$ cat src/hdl/sphere_triangle_subdivider_macros.svh
// assertion macros for the sphere triangle subdivider
// each macro samples on clk and is disabled while arst_n is low
`ifndef SPHERE_TRIANGLE_SUBDIVIDER_MACROS_SVH
`define SPHERE_TRIANGLE_SUBDIVIDER_MACROS_SVH

// same-cycle implication
`define STSUB_ASSERT_IMP(lbl, cond, expr, msg) \
	lbl: assert property (@(posedge clk) disable iff (!arst_n) (cond) |-> (expr)) else $error(msg);

// next-cycle implication
`define STSUB_ASSERT_NXT(lbl, cond, expr, msg) \
	lbl: assert property (@(posedge clk) disable iff (!arst_n) (cond) |=> (expr)) else $error(msg);

`endif

$ cat src/hdl/stsub_pkg.sv
// ----------------------------------------------------------------------------
// stsub_pkg
// types, widths and state codes shared by the subdivider modules
// ----------------------------------------------------------------------------
package stsub_pkg;

	localparam int COORD_BITS  = 16;
	localparam int IDX_BITS    = 16;
	localparam int RAD_BITS    = 15;
	localparam int MAG_BITS    = 17;
	localparam int PROD_BITS   = 34;
	localparam int LEN_BITS    = 34;
	localparam int ROOT_BITS   = 29;
	localparam int NUM_BITS    = 45;
	localparam int QUO_BITS    = 17;
	localparam int REM_BITS    = 33;
	localparam int SH_BITS     = 58;
	localparam int SQRT_STEPS  = 29;
	localparam int DIV_STEPS   = 17;
	localparam int NUM_RESULTS = 7;

	localparam logic [RAD_BITS-1:0] RADIUS_RESET = 15'd8192;
	localparam logic [COORD_BITS-1:0] COORD_POS_MAX = 16'h7fff;
	localparam logic [COORD_BITS-1:0] COORD_NEG_MIN = 16'h8000;

	typedef logic signed [COORD_BITS-1:0] coord_t;
	typedef logic [IDX_BITS-1:0] index_t;

	typedef struct packed {
		index_t corner0_index;
		index_t corner1_index;
		index_t corner2_index;
		coord_t corner0_x;
		coord_t corner0_y;
		coord_t corner0_z;
		coord_t corner1_x;
		coord_t corner1_y;
		coord_t corner1_z;
		coord_t corner2_x;
		coord_t corner2_y;
		coord_t corner2_z;
	} in_item_t;

	typedef struct packed {
		logic   is_triangle;
		index_t vertex_index;
		coord_t vertex_x;
		coord_t vertex_y;
		coord_t vertex_z;
		index_t tri_first;
		index_t tri_second;
		index_t tri_third;
		logic   index_overflow;
		logic   last;
	} out_item_t;

	typedef struct packed {
		coord_t x;
		coord_t y;
		coord_t z;
	} vec_t;

	typedef enum logic [1:0] {
		STEP_SQRT,
		STEP_DIV
	} step_mode_t;

	typedef enum logic [3:0] {
		C_IDLE,
		C_SUM,
		C_SQ,
		C_ACC,
		C_SQRT,
		C_MUL,
		C_CHK,
		C_DIV,
		C_STORE,
		C_DONE
	} core_state_t;

	typedef enum logic [1:0] {
		T_IDLE,
		T_START,
		T_WAIT,
		T_EMIT
	} top_state_t;

endpackage

$ cat src/hdl/sphere_triangle_subdivider.sv
// one triangle at a time: no new triangle is taken until its last result is loaded into the output register
// each triangle gives 7 results, and output stalls hold them back
// per edge: 29 root steps and up to 3 x 17 divide steps in the shared step unit plus setup
// reset (arst_n low): radius back to 1.0, vertex counter back to 4, no item in flight
// ----------------------------------------------------------------------------
// sphere_triangle_subdivider
// splits one triangle into four, projecting edge midpoints onto a sphere
// ----------------------------------------------------------------------------
`include "sphere_triangle_subdivider_macros.svh"

module sphere_triangle_subdivider #(
	parameter int MAX_VERTICES = 65536
) (
	input  logic                 clk,
	input  logic                 arst_n,
	// triangle input channel
	input  logic                 in_valid,
	output logic                 in_stall,
	input  stsub_pkg::in_item_t  in_data,
	// result output channel
	output logic                 out_valid,
	input  logic                 out_stall,
	output stsub_pkg::out_item_t out_data,
	// radius register write channel
	input  logic                 cfg_valid,
	output logic                 cfg_ready,
	input  logic [14:0]          cfg_data
);

	localparam int CNT_W = $clog2(MAX_VERTICES + 1);
	localparam logic [CNT_W-1:0] CNT_MAX   = CNT_W'(MAX_VERTICES);
	localparam logic [CNT_W-1:0] CNT_RESET = CNT_W'(4);
	localparam logic [31:0]      IDX_SAT   = 32'(MAX_VERTICES - 1);

	stsub_pkg::top_state_t state_q, state_d;

	logic [stsub_pkg::RAD_BITS-1:0] radius_q;
	logic [CNT_W-1:0]               next_q;
	stsub_pkg::in_item_t            tri_q;
	stsub_pkg::vec_t                pos_q [3];
	stsub_pkg::index_t              mid_q [3];
	logic [1:0]                     edge_q;
	logic [2:0]                     res_q;
	logic                           ovf_q;
	logic                           out_valid_q;
	stsub_pkg::out_item_t           out_q;

	stsub_pkg::vec_t   corner [3];
	stsub_pkg::vec_t   pa, pb, core_res;
	logic              core_start, core_done;
	logic              in_xfer, out_free;
	logic [31:0]       next_w;
	stsub_pkg::out_item_t emit;

	// config register takes a write whenever offered
	assign cfg_ready = 1'b1;

	always_ff @(posedge clk or negedge arst_n) begin
		if (!arst_n) radius_q <= stsub_pkg::RADIUS_RESET;
		else if (cfg_valid && cfg_ready) radius_q <= cfg_data;
	end

	// one triangle at a time: input is held off from transfer to last result load
	assign in_stall = (state_q != stsub_pkg::T_IDLE);
	assign in_xfer  = in_valid && !in_stall;
	assign out_free = !out_valid_q || !out_stall;

	always_comb begin
		corner[0] = '{x: tri_q.corner0_x, y: tri_q.corner0_y, z: tri_q.corner0_z};
		corner[1] = '{x: tri_q.corner1_x, y: tri_q.corner1_y, z: tri_q.corner1_z};
		corner[2] = '{x: tri_q.corner2_x, y: tri_q.corner2_y, z: tri_q.corner2_z};
	end

	// edges c0-c1, c1-c2, c2-c0
	always_comb begin
		case (edge_q)
			2'd0:    begin pa = corner[0]; pb = corner[1]; end
			2'd1:    begin pa = corner[1]; pb = corner[2]; end
			default: begin pa = corner[2]; pb = corner[0]; end
		endcase
	end

	assign core_start = (state_q == stsub_pkg::T_START);

	stsub_core u_core (
		.clk    (clk),
		.arst_n (arst_n),
		.start  (core_start),
		.pa     (pa),
		.pb     (pb),
		.radius (radius_q),
		.done   (core_done),
		.res    (core_res)
	);

	always_comb begin
		state_d = state_q;
		case (state_q)
			stsub_pkg::T_IDLE:  if (in_xfer) state_d = stsub_pkg::T_START;
			stsub_pkg::T_START: state_d = stsub_pkg::T_WAIT;
			stsub_pkg::T_WAIT: begin
				if (core_done) state_d = (edge_q == 2'd2) ? stsub_pkg::T_EMIT : stsub_pkg::T_START;
			end
			stsub_pkg::T_EMIT: begin
				if (out_free && res_q == 3'(stsub_pkg::NUM_RESULTS - 1)) state_d = stsub_pkg::T_IDLE;
			end
			default: state_d = stsub_pkg::T_IDLE;
		endcase
	end

	always_ff @(posedge clk or negedge arst_n) begin
		if (!arst_n) state_q <= stsub_pkg::T_IDLE;
		else state_q <= state_d;
	end

	// vertex counter saturates at MAX_VERTICES, one past the index range end
	assign next_w = 32'(next_q);

	always_ff @(posedge clk or negedge arst_n) begin
		if (!arst_n) begin
			next_q <= CNT_RESET;
		end else if (state_q == stsub_pkg::T_WAIT && core_done && next_q < CNT_MAX) begin
			next_q <= next_q + CNT_W'(1);
		end
	end

	always_ff @(posedge clk) begin
		if (in_xfer) begin
			tri_q  <= in_data;
			edge_q <= 2'd0;
			res_q  <= 3'd0;
			ovf_q  <= 1'b0;
		end
		if (state_q == stsub_pkg::T_WAIT && core_done) begin
			pos_q[edge_q] <= core_res;
			if (next_q >= CNT_MAX) begin
				mid_q[edge_q] <= IDX_SAT[15:0];
				ovf_q         <= 1'b1;
			end else begin
				mid_q[edge_q] <= next_w[15:0];
			end
			edge_q <= edge_q + 2'd1;
		end
		if (state_q == stsub_pkg::T_EMIT && out_free) res_q <= res_q + 3'd1;
	end

	// result mux: three vertices, then children (c0,m01,m20) (m01,c1,m12) (m01,m12,m20) (c2,m20,m12)
	always_comb begin
		emit = '0;
		emit.index_overflow = ovf_q;
		emit.last = (res_q == 3'(stsub_pkg::NUM_RESULTS - 1));
		case (res_q)
			3'd0, 3'd1, 3'd2: begin
				emit.vertex_index = mid_q[res_q[1:0]];
				emit.vertex_x     = pos_q[res_q[1:0]].x;
				emit.vertex_y     = pos_q[res_q[1:0]].y;
				emit.vertex_z     = pos_q[res_q[1:0]].z;
			end
			3'd3: begin
				emit.is_triangle = 1'b1;
				emit.tri_first   = tri_q.corner0_index;
				emit.tri_second  = mid_q[0];
				emit.tri_third   = mid_q[2];
			end
			3'd4: begin
				emit.is_triangle = 1'b1;
				emit.tri_first   = mid_q[0];
				emit.tri_second  = tri_q.corner1_index;
				emit.tri_third   = mid_q[1];
			end
			3'd5: begin
				emit.is_triangle = 1'b1;
				emit.tri_first   = mid_q[0];
				emit.tri_second  = mid_q[1];
				emit.tri_third   = mid_q[2];
			end
			default: begin
				emit.is_triangle = 1'b1;
				emit.tri_first   = tri_q.corner2_index;
				emit.tri_second  = mid_q[2];
				emit.tri_third   = mid_q[1];
			end
		endcase
	end

	// output register, refilled whenever the held result is taken
	always_ff @(posedge clk or negedge arst_n) begin
		if (!arst_n) begin
			out_valid_q <= 1'b0;
		end else if (out_free) begin
			out_valid_q <= (state_q == stsub_pkg::T_EMIT);
		end
	end

	always_ff @(posedge clk) begin
		if (out_free && state_q == stsub_pkg::T_EMIT) out_q <= emit;
	end

	assign out_valid = out_valid_q;
	assign out_data  = out_q;

	// checks
	`STSUB_ASSERT_NXT(a_busy_after_xfer, in_xfer, in_stall, "input taken while busy")
	`STSUB_ASSERT_IMP(a_done_in_wait, core_done, state_q == stsub_pkg::T_WAIT, "core done outside wait")
	`STSUB_ASSERT_IMP(a_cnt_bound, 1'b1, next_q <= CNT_MAX, "vertex counter past range")
	`STSUB_ASSERT_IMP(a_tri_fields, out_valid && out_data.is_triangle, out_data.vertex_index == '0, "triangle carries vertex index")

endmodule

$ cat src/hdl/stsub_step.sv
// ----------------------------------------------------------------------------
// stsub_step
// shared shift, compare and subtract step for root and divide iterations
// ----------------------------------------------------------------------------
module stsub_step (
	input  stsub_pkg::step_mode_t            mode,
	input  logic [stsub_pkg::REM_BITS-1:0]   rem_in,
	input  logic [1:0]                       bits_in,
	input  logic [stsub_pkg::REM_BITS-1:0]   sub_in,
	output logic [stsub_pkg::REM_BITS-1:0]   rem_out,
	output logic                             ge
);

	logic [stsub_pkg::REM_BITS-1:0] x;
	logic [stsub_pkg::REM_BITS:0]   diff;

	always_comb begin
		case (mode)
			stsub_pkg::STEP_SQRT: x = {rem_in[stsub_pkg::REM_BITS-3:0], bits_in};
			default:              x = {rem_in[stsub_pkg::REM_BITS-2:0], bits_in[1]};
		endcase
		diff    = {1'b0, x} - {1'b0, sub_in};
		ge      = ~diff[stsub_pkg::REM_BITS];
		rem_out = ge ? diff[stsub_pkg::REM_BITS-1:0] : x;
	end

endmodule

$ cat src/hdl/stsub_core.sv
// ----------------------------------------------------------------------------
// stsub_core
// projects the sum of two corners onto the sphere with one shared step unit
// ----------------------------------------------------------------------------
module stsub_core (
	input  logic                              clk,
	input  logic                              arst_n,
	input  logic                              start,
	input  stsub_pkg::vec_t                   pa,
	input  stsub_pkg::vec_t                   pb,
	input  logic [stsub_pkg::RAD_BITS-1:0]    radius,
	output logic                              done,
	output stsub_pkg::vec_t                   res
);

	stsub_pkg::core_state_t state_q, state_d;

	logic [stsub_pkg::MAG_BITS-1:0]  mag_q [3];
	logic [2:0]                      neg_q;
	logic [1:0]                      k_q;
	logic [4:0]                      step_q;
	logic [stsub_pkg::PROD_BITS-1:0] prod_q;
	logic [stsub_pkg::LEN_BITS-1:0]  len_q;
	logic [stsub_pkg::ROOT_BITS-1:0] root_q;
	logic [stsub_pkg::REM_BITS-1:0]  rem_q;
	logic [stsub_pkg::SH_BITS-1:0]   sh_q;
	logic [stsub_pkg::QUO_BITS-1:0]  quo_q;
	logic                            sat_q;
	logic [stsub_pkg::COORD_BITS-1:0] res_q [3];

	logic signed [stsub_pkg::MAG_BITS-1:0] sum [3];
	logic [stsub_pkg::MAG_BITS-1:0]  mul_b;
	logic [stsub_pkg::PROD_BITS-1:0] mul_p;
	logic [stsub_pkg::LEN_BITS-1:0]  len_new;
	logic [stsub_pkg::NUM_BITS-1:0]  num;
	logic                            num_big;
	stsub_pkg::step_mode_t           mode;
	logic [1:0]                      st_bits;
	logic [stsub_pkg::REM_BITS-1:0]  st_sub;
	logic [stsub_pkg::REM_BITS-1:0]  st_rem;
	logic                            st_ge;
	logic [stsub_pkg::COORD_BITS-1:0] out_val;
	logic [stsub_pkg::QUO_BITS-1:0]  neg_m;

	always_comb begin
		sum[0] = 17'(pa.x) + 17'(pb.x);
		sum[1] = 17'(pa.y) + 17'(pb.y);
		sum[2] = 17'(pa.z) + 17'(pb.z);
	end

	// shared multiplier: squares first, then magnitude times radius
	assign mul_b   = (state_q == stsub_pkg::C_SQ) ? mag_q[k_q] : {2'b00, radius};
	assign mul_p   = 34'(mag_q[k_q]) * 34'(mul_b);
	assign len_new = len_q + prod_q;
	assign num     = {prod_q[31:0], 12'd0} + 45'(root_q[stsub_pkg::ROOT_BITS-1:1]);
	assign num_big = {1'b0, num} >= {root_q, 17'd0};

	always_comb begin
		if (state_q == stsub_pkg::C_SQRT) begin
			mode    = stsub_pkg::STEP_SQRT;
			st_bits = sh_q[stsub_pkg::SH_BITS-1 -: 2];
			st_sub  = 33'({root_q, 2'b01});
		end else begin
			mode    = stsub_pkg::STEP_DIV;
			st_bits = {sh_q[stsub_pkg::SH_BITS-1], 1'b0};
			st_sub  = 33'(root_q);
		end
	end

	stsub_step u_step (
		.mode    (mode),
		.rem_in  (rem_q),
		.bits_in (st_bits),
		.sub_in  (st_sub),
		.rem_out (st_rem),
		.ge      (st_ge)
	);

	// rounded quotient to a saturated signed coordinate
	always_comb begin
		neg_m = 17'd0 - quo_q;
		if (neg_q[k_q]) begin
			out_val = (sat_q || quo_q > 17'd32768) ? stsub_pkg::COORD_NEG_MIN : neg_m[15:0];
		end else begin
			out_val = (sat_q || quo_q > 17'd32767) ? stsub_pkg::COORD_POS_MAX : quo_q[15:0];
		end
	end

	always_comb begin
		state_d = state_q;
		case (state_q)
			stsub_pkg::C_IDLE:  if (start) state_d = stsub_pkg::C_SUM;
			stsub_pkg::C_SUM:   state_d = stsub_pkg::C_SQ;
			stsub_pkg::C_SQ:    state_d = stsub_pkg::C_ACC;
			stsub_pkg::C_ACC:   state_d = (k_q == 2'd2) ? stsub_pkg::C_SQRT : stsub_pkg::C_SQ;
			stsub_pkg::C_SQRT:  if (step_q == 5'd0) state_d = stsub_pkg::C_MUL;
			stsub_pkg::C_MUL:   state_d = stsub_pkg::C_CHK;
			stsub_pkg::C_CHK: begin
				if (root_q == '0 || num_big) state_d = stsub_pkg::C_STORE;
				else state_d = stsub_pkg::C_DIV;
			end
			stsub_pkg::C_DIV:   if (step_q == 5'd0) state_d = stsub_pkg::C_STORE;
			stsub_pkg::C_STORE: state_d = (k_q == 2'd2) ? stsub_pkg::C_DONE : stsub_pkg::C_MUL;
			stsub_pkg::C_DONE:  state_d = stsub_pkg::C_IDLE;
			default:            state_d = stsub_pkg::C_IDLE;
		endcase
	end

	always_ff @(posedge clk or negedge arst_n) begin
		if (!arst_n) state_q <= stsub_pkg::C_IDLE;
		else state_q <= state_d;
	end

	always_ff @(posedge clk) begin
		prod_q <= mul_p;
		case (state_q)
			stsub_pkg::C_SUM: begin
				for (int i = 0; i < 3; i++) begin
					neg_q[i] <= sum[i][16];
					mag_q[i] <= sum[i][16] ? 17'(-sum[i]) : 17'(sum[i]);
				end
				len_q <= '0;
				k_q   <= 2'd0;
			end
			stsub_pkg::C_ACC: begin
				len_q <= len_new;
				if (k_q == 2'd2) begin
					sh_q   <= {len_new, 24'd0};
					rem_q  <= '0;
					root_q <= '0;
					step_q <= 5'(stsub_pkg::SQRT_STEPS - 1);
					k_q    <= 2'd0;
				end else begin
					k_q <= k_q + 2'd1;
				end
			end
			stsub_pkg::C_SQRT: begin
				rem_q  <= st_rem;
				root_q <= {root_q[stsub_pkg::ROOT_BITS-2:0], st_ge};
				sh_q   <= {sh_q[stsub_pkg::SH_BITS-3:0], 2'b00};
				step_q <= step_q - 5'd1;
			end
			stsub_pkg::C_CHK: begin
				sat_q  <= num_big;
				quo_q  <= '0;
				rem_q  <= 33'(num[44:17]);
				sh_q   <= {num[16:0], 41'd0};
				step_q <= 5'(stsub_pkg::DIV_STEPS - 1);
				if (root_q == '0) res_q[k_q] <= '0;
			end
			stsub_pkg::C_DIV: begin
				rem_q  <= st_rem;
				quo_q  <= {quo_q[stsub_pkg::QUO_BITS-2:0], st_ge};
				sh_q   <= {sh_q[stsub_pkg::SH_BITS-2:0], 1'b0};
				step_q <= step_q - 5'd1;
			end
			stsub_pkg::C_STORE: begin
				if (root_q != '0) res_q[k_q] <= out_val;
				k_q <= k_q + 2'd1;
			end
			default: ;
		endcase
	end

	assign done  = (state_q == stsub_pkg::C_DONE);
	assign res.x = res_q[0];
	assign res.y = res_q[1];
	assign res.z = res_q[2];

endmodule
$ cat config.mk
export PLATFORM = sky130hd
export DESIGN_NAME = sphere_triangle_subdivider
export DESIGN_NICKNAME = d
export VERILOG_FILES = /design/src/hdl/stsub_pkg.sv /design/src/hdl/sphere_triangle_subdivider.sv /design/src/hdl/stsub_step.sv /design/src/hdl/stsub_core.sv
export VERILOG_INCLUDE_DIRS = /design/src /design/src/hdl
export SDC_FILE = /design/constraint.sdc
export NUM_CORES = 2
export LEC_CHECK = 0
export BUFFER_PORTS_ARGS = -buffer_cell sky130_fd_sc_hd__buf_2
export CAP_MARGIN = 20
export CORE_AREA = 2 2 281 283
export CTS_CLUSTER_SIZE = 16
export DETAILED_ROUTE_END_ITERATION = 6
export DIE_AREA = 0 0 283 285
export GPL_ROUTABILITY_DRIVEN = 0
export GPL_TIMING_DRIVEN = 0
export PLACE_DENSITY = 0.86
export SLEW_MARGIN = 20
export SYNTH_ARGS = -nofsm -noshare
export SYNTH_HDL_FRONTEND = slang
export SYNTH_SLANG_ARGS = --single-unit
$ cat constraint.sdc
create_clock -name clk -period 19.4 [get_ports clk]
set_clock_uncertainty 0.15 [all_clocks]
set_input_delay 3.88 -clock clk [delete_from_list [all_inputs] [get_ports clk]]
set_output_delay 3.88 -clock clk [all_outputs]
set_load 0.03 [all_outputs]
Word-level counts from Yosys, hierarchy flattened

Memories as Yosys holds them, arrays and structs flattened. A register that Yosys moved wholly into a read port is not among the register bits.
Cells that the tools add are included.

$add $sub $neg: 15
Multipliers: 1
Divide/modulo/power cells: 0
Magnitude comparators: 6
Eq/ne operators: 28
Shifts and indexed selects: 0
Mux-type cells: 68
Bitwise logic cells: 3
Reductions and logical operators: 38

Operator list:

| operator                                     | number |
|---|---|
| one-hot mux 58 bit (4 select lines)          | 1 |
| one-hot mux 48 bit (2 select lines)          | 2 |
| one-hot mux 48 bit (4 select lines)          | 1 |
| one-hot mux 32 bit (3 select lines)          | 1 |
| two-way mux 16 bit                           | 5 |
| two-way mux 17 bit                           | 4 |
| one-hot mux 34 bit (2 select lines)          | 1 |
| two-way mux 32 bit                           | 2 |
| two-way mux 58 bit                           | 1 |
| one-hot mux 29 bit (2 select lines)          | 1 |
| adder 16 x 16 -> 17 bit                      | 3 |
| negation 17 bit                              | 3 |
| greater-or-equal comparator 45 x 46 -> 1 bit | 1 |
| adder 44 x 28 -> 45 bit                      | 1 |
| one-hot mux 4 bit (9 select lines)           | 1 |
| adder 34 bit                                 | 1 |
| multiplier 17 x 17 -> 34 bit                 | 1 |
| one-hot mux 17 bit (2 select lines)          | 1 |
| subtractor 33 x 31 -> 34 bit                 | 1 |
| two-way mux 33 bit                           | 1 |
| two-way mux 31 bit                           | 1 |
| logical NOT 29 bit                           | 1 |
| two-way mux 29 bit                           | 1 |
| nonzero test 29 bit                          | 1 |
| other kinds (46)                             | 122 |

Register bits after elaboration: 503
Latch bits: 0
Bits in writable memories: 291
Bits in read-only memories: 0
Input bits: 212
Output and inout port bits: 118
Logic and storage cells: 199
Memories: 4

Memory list:

| name         | depth | bits a word | read ports | clocked after Yosys merged registers in | wr ports | line                             | source |
|---|---|---|---|---|---|---|---|
| pos_q        | 3     | 48          | 1          | 1                                       | 1        | sphere_triangle_subdivider.sv:40 | `stsub_pkg::vec_t pos_q [3];` |
| u_core.mag_q | 3     | 17          | 1          | 1                                       | 3        | stsub_core.sv:18                 | `logic [stsub_pkg::MAG_BITS-1:0] mag_q [3];` |
| mid_q        | 3     | 16          | 4          | 1                                       | 1        | sphere_triangle_subdivider.sv:41 | `stsub_pkg::index_t mid_q [3];` |
| u_core.res_q | 3     | 16          | 3          | 0                                       | 1        | stsub_core.sv:29                 | `logic [stsub_pkg::COORD_BITS-1:0] res_q [3];` |

Depth between registers and ports, before layout

Word-level depth: 7
Mapped depth: 30

By module

From an unflattened synthesis, not the netlist that was laid out.

Cell total of the unflattened synthesis: 4734
Area, all modules: 52384.0 µm²

Modules (own cells, without submodules):

| module                     | times used | cells an instance | area each (µm²) | sequential area each (µm²) |
|---|---|---|---|---|
| stsub_core                 | 1          | 2960              | 27880.5         | 8538.2 |
| sphere_triangle_subdivider | 1          | 1384              | 21575.7         | 16513.3 |
| stsub_step                 | 1          | 390               | 2927.8          | 0.0 |

Worst setup path before layout

No wires, ideal clock.

Path type: in2reg
Start: in in_valid
End: reg tri_q (netlist bit corner[0]) (enable)
Library setup time: 0.545 ns
Data arrival time: 7.691 ns
Data required time: 18.705 ns
Path slack: 11.014 ns
Stages: 2
Buffers on the path: 0
Path through: nand2_1 > inv_1

Word-level cells in the longest chain between the ends: 1

Ends and longest elaborated chain:

| element                | line                              | source |
|---|---|---|
| start: declaration     | sphere_triangle_subdivider.sv:17  | `input logic in_valid,` |
| logical AND 1 bit      | sphere_triangle_subdivider.sv:65  | `assign in_xfer = in_valid && !in_stall;` |
| named net in_xfer      | sphere_triangle_subdivider.sv:51  | `logic in_xfer, out_free;` |
| end signal: assignment | sphere_triangle_subdivider.sv:129 | `tri_q <= in_data;` |
| end: declaration       | sphere_triangle_subdivider.sv:39  | `stsub_pkg::in_item_t tri_q;` |

The timed path passes the listed nets, and every way through them passes these cells.
A chain may end at the register's enable or synchronous reset.

==> results.sh <==
export IMPL_status="complete, but fails checks"
export IMPL_violations="DRC"
export IMPL_period_share=0.486
export IMPL_drv_slew=0
export IMPL_io_pins=330
export IMPL_place_area_um2=54700
export IMPL_wl_per_cell_um=23.2
export IMPL_grt_max_degree=120
export IMPL_syn_avg_cell_area_um2=10.9
export IMPL_cts_sinks=852
export IMPL_clock_latency_ps=680
export IMPL_fmax_mhz=106
export IMPL_hold_viol=0
export IMPL_tritoncts="done"
export IMPL_final_cell_mix="776 x edfxtp_1, 642 x nand2_1, 485 x nor2_1"
export IMPL_hold_buffers=0
export IMPL_synth_area_leaders="edfxtp_1 45%, fa_1 8.9%, ha_1 6.9%, nand2_1 4.7%, nor2_1 3.5%"
export IMPL_grt_pass1_wl_um=222000
export IMPL_start_util=0.661
export IMPL_viasPerCell=6.41
export IMPL_worstPathMaxFanout=10
export IMPL_final_util=0.739
export IMPL_critPathLaunchType="register"
export IMPL_setup_viol=0
export IMPL_synth_top_family_by_area="adder cells"
export IMPL_synth_adder_area_share=0.159
export IMPL_synth_ff_type="edfxtp_1"
export IMPL_cp_required_ps=19770
export IMPL_synthToLayoutAreaGrowth_pct=11.8
export IMPL_antenna_found_initial=6
export IMPL_grt_pass1_vias=40712
export IMPL_synth_compound_area_frac=0.120
export IMPL_antenna_left=0
export IMPL_tightest_slew_ps=1210
export IMPL_h_tree_depth=3
export IMPL_yosys_register_bits=852
export IMPL_synth_top_cell_area_share=0.452
export IMPL_core_um2=78000
export IMPL_drtPass1Iterations=7
export IMPL_async_flop_share=0.0458
export IMPL_worstHoldPathCells=0
export IMPL_yosysSeqAreaShare=0.486
export IMPL_hpwlAfterDp_um=106000
export IMPL_place_inst=6126
export IMPL_fp_dieH_um=285
export IMPL_critPathKind="register to register"
export IMPL_layout_nets=5892
export IMPL_drt_iter0_drc=4986
export IMPL_cts_buffers=86
export IMPL_slew_headroom=0.188
export IMPL_drc=85
export IMPL_port_buffers=327
export IMPL_yosys_area_top_type="edfxtp_1"
export IMPL_fin_setup_tns_ps=0
export IMPL_hold_class="register to register"
export IMPL_postCtsSetupBuffers=0
export IMPL_grt_overflow_total=0
export IMPL_final_cell_area_um2=57600
export IMPL_yosysUniqueCellTypes=89
export IMPL_yosysWarningCount=0
export IMPL_syn_num_nets=5461
export IMPL_clkTransAtPathRegs_ps=70
export IMPL_maxCapViolations=0
export IMPL_dieWidth_um=283
export IMPL_layout_commonest_cell="edfxtp_1"
export IMPL_synth_xor_area_frac=0.0347
export IMPL_yosys_mux_area_fraction=0.0306
export IMPL_reg2reg_depth=27
export IMPL_rows=103
export IMPL_synth_area_um2=51500
export IMPL_end_kind="register"
export IMPL_period_minus_slack_ps=9420
export IMPL_ctsResizeCount=0
export IMPL_grt_setup_unrepaired="false"
export IMPL_drive_gt1_frac=0.108
export IMPL_clk_path_buf_depth=3
export IMPL_layout_cells_non_filler=6287
export IMPL_wl_um=146000
export IMPL_synth_simple_gate_area_frac=0.127
export IMPL_die_area_um2=80700
export IMPL_grt_total_usage=0.357
export IMPL_num_vias=40329
export IMPL_arrival_ps=9790
export IMPL_syn_inst=4733
export IMPL_cts_root_buf="clkbuf_16"
export IMPL_synth_edff_count=776
[per-stage QoR]
step / hold slack, ps / setup WS [ps]
6_report: 301 / 9980
5_1_grt: 308 / 9710
4_1_cts: 297 / 10200
3_5_place_dp: 277 / 10290
3_3_place_gp: 285 / 9460
2_1_floorplan: 259 / 11010
[area by class of cell]
| class | instances | area (um2) |
|---|---|---|
| Sequential cell | 852 | 25000 |
| Multi-Input combinational cell | 3304 | 24400 |
| Fill cell | 4890 | 20400 |
| Clock buffer | 102 | 2230 |
| Timing Repair Buffer | 343 | 1840 |
| Inverter | 378 | 1430 |
| Tap cell | 1050 | 1310 |
| Buffer | 199 | 766 |
| Clock inverter | 54 | 618 |
| Antenna cell | 5 | 12.5 |
[layer usage]
layer  global-route usage  part of all wire  vias to the layer above
met4                0.288             0.096                        2
li1                     -                 -                    17614
met1                0.397              0.33                    18963
met3               0.0751              0.10                      842
met2                0.598              0.47                     2908
met5                    0          0.000082                        -
[logic make-up (layout without fill, tap and decap cells)]
| family | count (synthesis) | after routing |
|---|---|---|
| compound gates | 941 | 941 |
| xor+xnor | 204 | 204 |
| fa+ha+maj | 518 | 518 |
| buf+inv | 577 | 1076 |
| flops | 852 | 852 |
| mux | 135 | 135 |
| other cells | 1 | 6 |
| simple gates | 1505 | 1505 |
[worst paths after layout]
check / from / end / slack, ps
setup / recovery: register / u_core.prod_q[33] / 9980
hold / removal: ovf_q / out_data[1] / 300
setup reg to reg: register / u_core.prod_q[33] / 9980
hold reg to reg: ovf_q / out_data[1] / 300
max in group asynchronous: arst_n / radius_q[6] / 15500
min in group asynchronous: arst_n / state_q[1] / 3090
[cell usage after synthesis (15+ instances only)]
cell	count
edfxtp_1	776
nand2_1	645
nor2_1	485
inv_1	376
ha_1	286
a21oi_1	258
fa_1	230
clkbuf_1	164
o21ai_0	148
xnor2_1	127
a22oi_1	126
mux2i_1	99
xor2_1	77
a21o_1	73
and2_1	67
nand3_1	50
nor3_1	49
o21a_1	45
and3_1	37
dfrtp_1	37
dfxtp_1	37
or3_1	35
nor2b_1	32
a31oi_1	30
nand2b_1	28
buf_1	26
o21bai_1	26
a211oi_1	25
nand4_1	21
a222oi_1	20
mux2_2	20
o22ai_1	20
a22o_1	19
a21boi_0	18
mux4_2	16
o31ai_1	16
o21ai_1	15
[sequential cells by signal, indices dropped and copies added (netlist names), 3 cells and up, named ones only]
register,count
u_core.quo_q,17
res_q,3
corner,144
u_core.sh_q,34
pos_q,144
u_core.state_q,4
u_core.rem_q,32
u_core.res_q,48
mid_q,64
u_core.prod_q,34
radius_q,15
tri_q,48
u_core.step_q,5
u_core.len_q,34
u_core.root_q,29
u_core.neg_q,3
out_data,115
u_core.mag_q,51
next_q,17
[worst max-delay path: stages (launching register included)]
cell and delay, ps:
dfxtp_1 320, clkbuf_1 430, clkbuf_1 630, mux2i_1 230
o21a_1 380, o21ai_1 670, clkbuf_1 510, nand2_1 140
fa_1 520, inv_1 60, fa_1 510, fa_1 600
fa_1 460, fa_1 510, inv_1 50, fa_1 480
inv_1 90, ha_1 370, a21oi_1 260, nand2_1 120
nor3_1 230, a21oi_1 170, o31ai_1 380, a21oi_1 170
nand2_1 150, o211ai_1 170, a2111oi_0 420, nor3_1 100
Power is left out: the tool's default activity adds up to more than one toggle a clock period on the data nets, which glitch-free logic cannot reach.
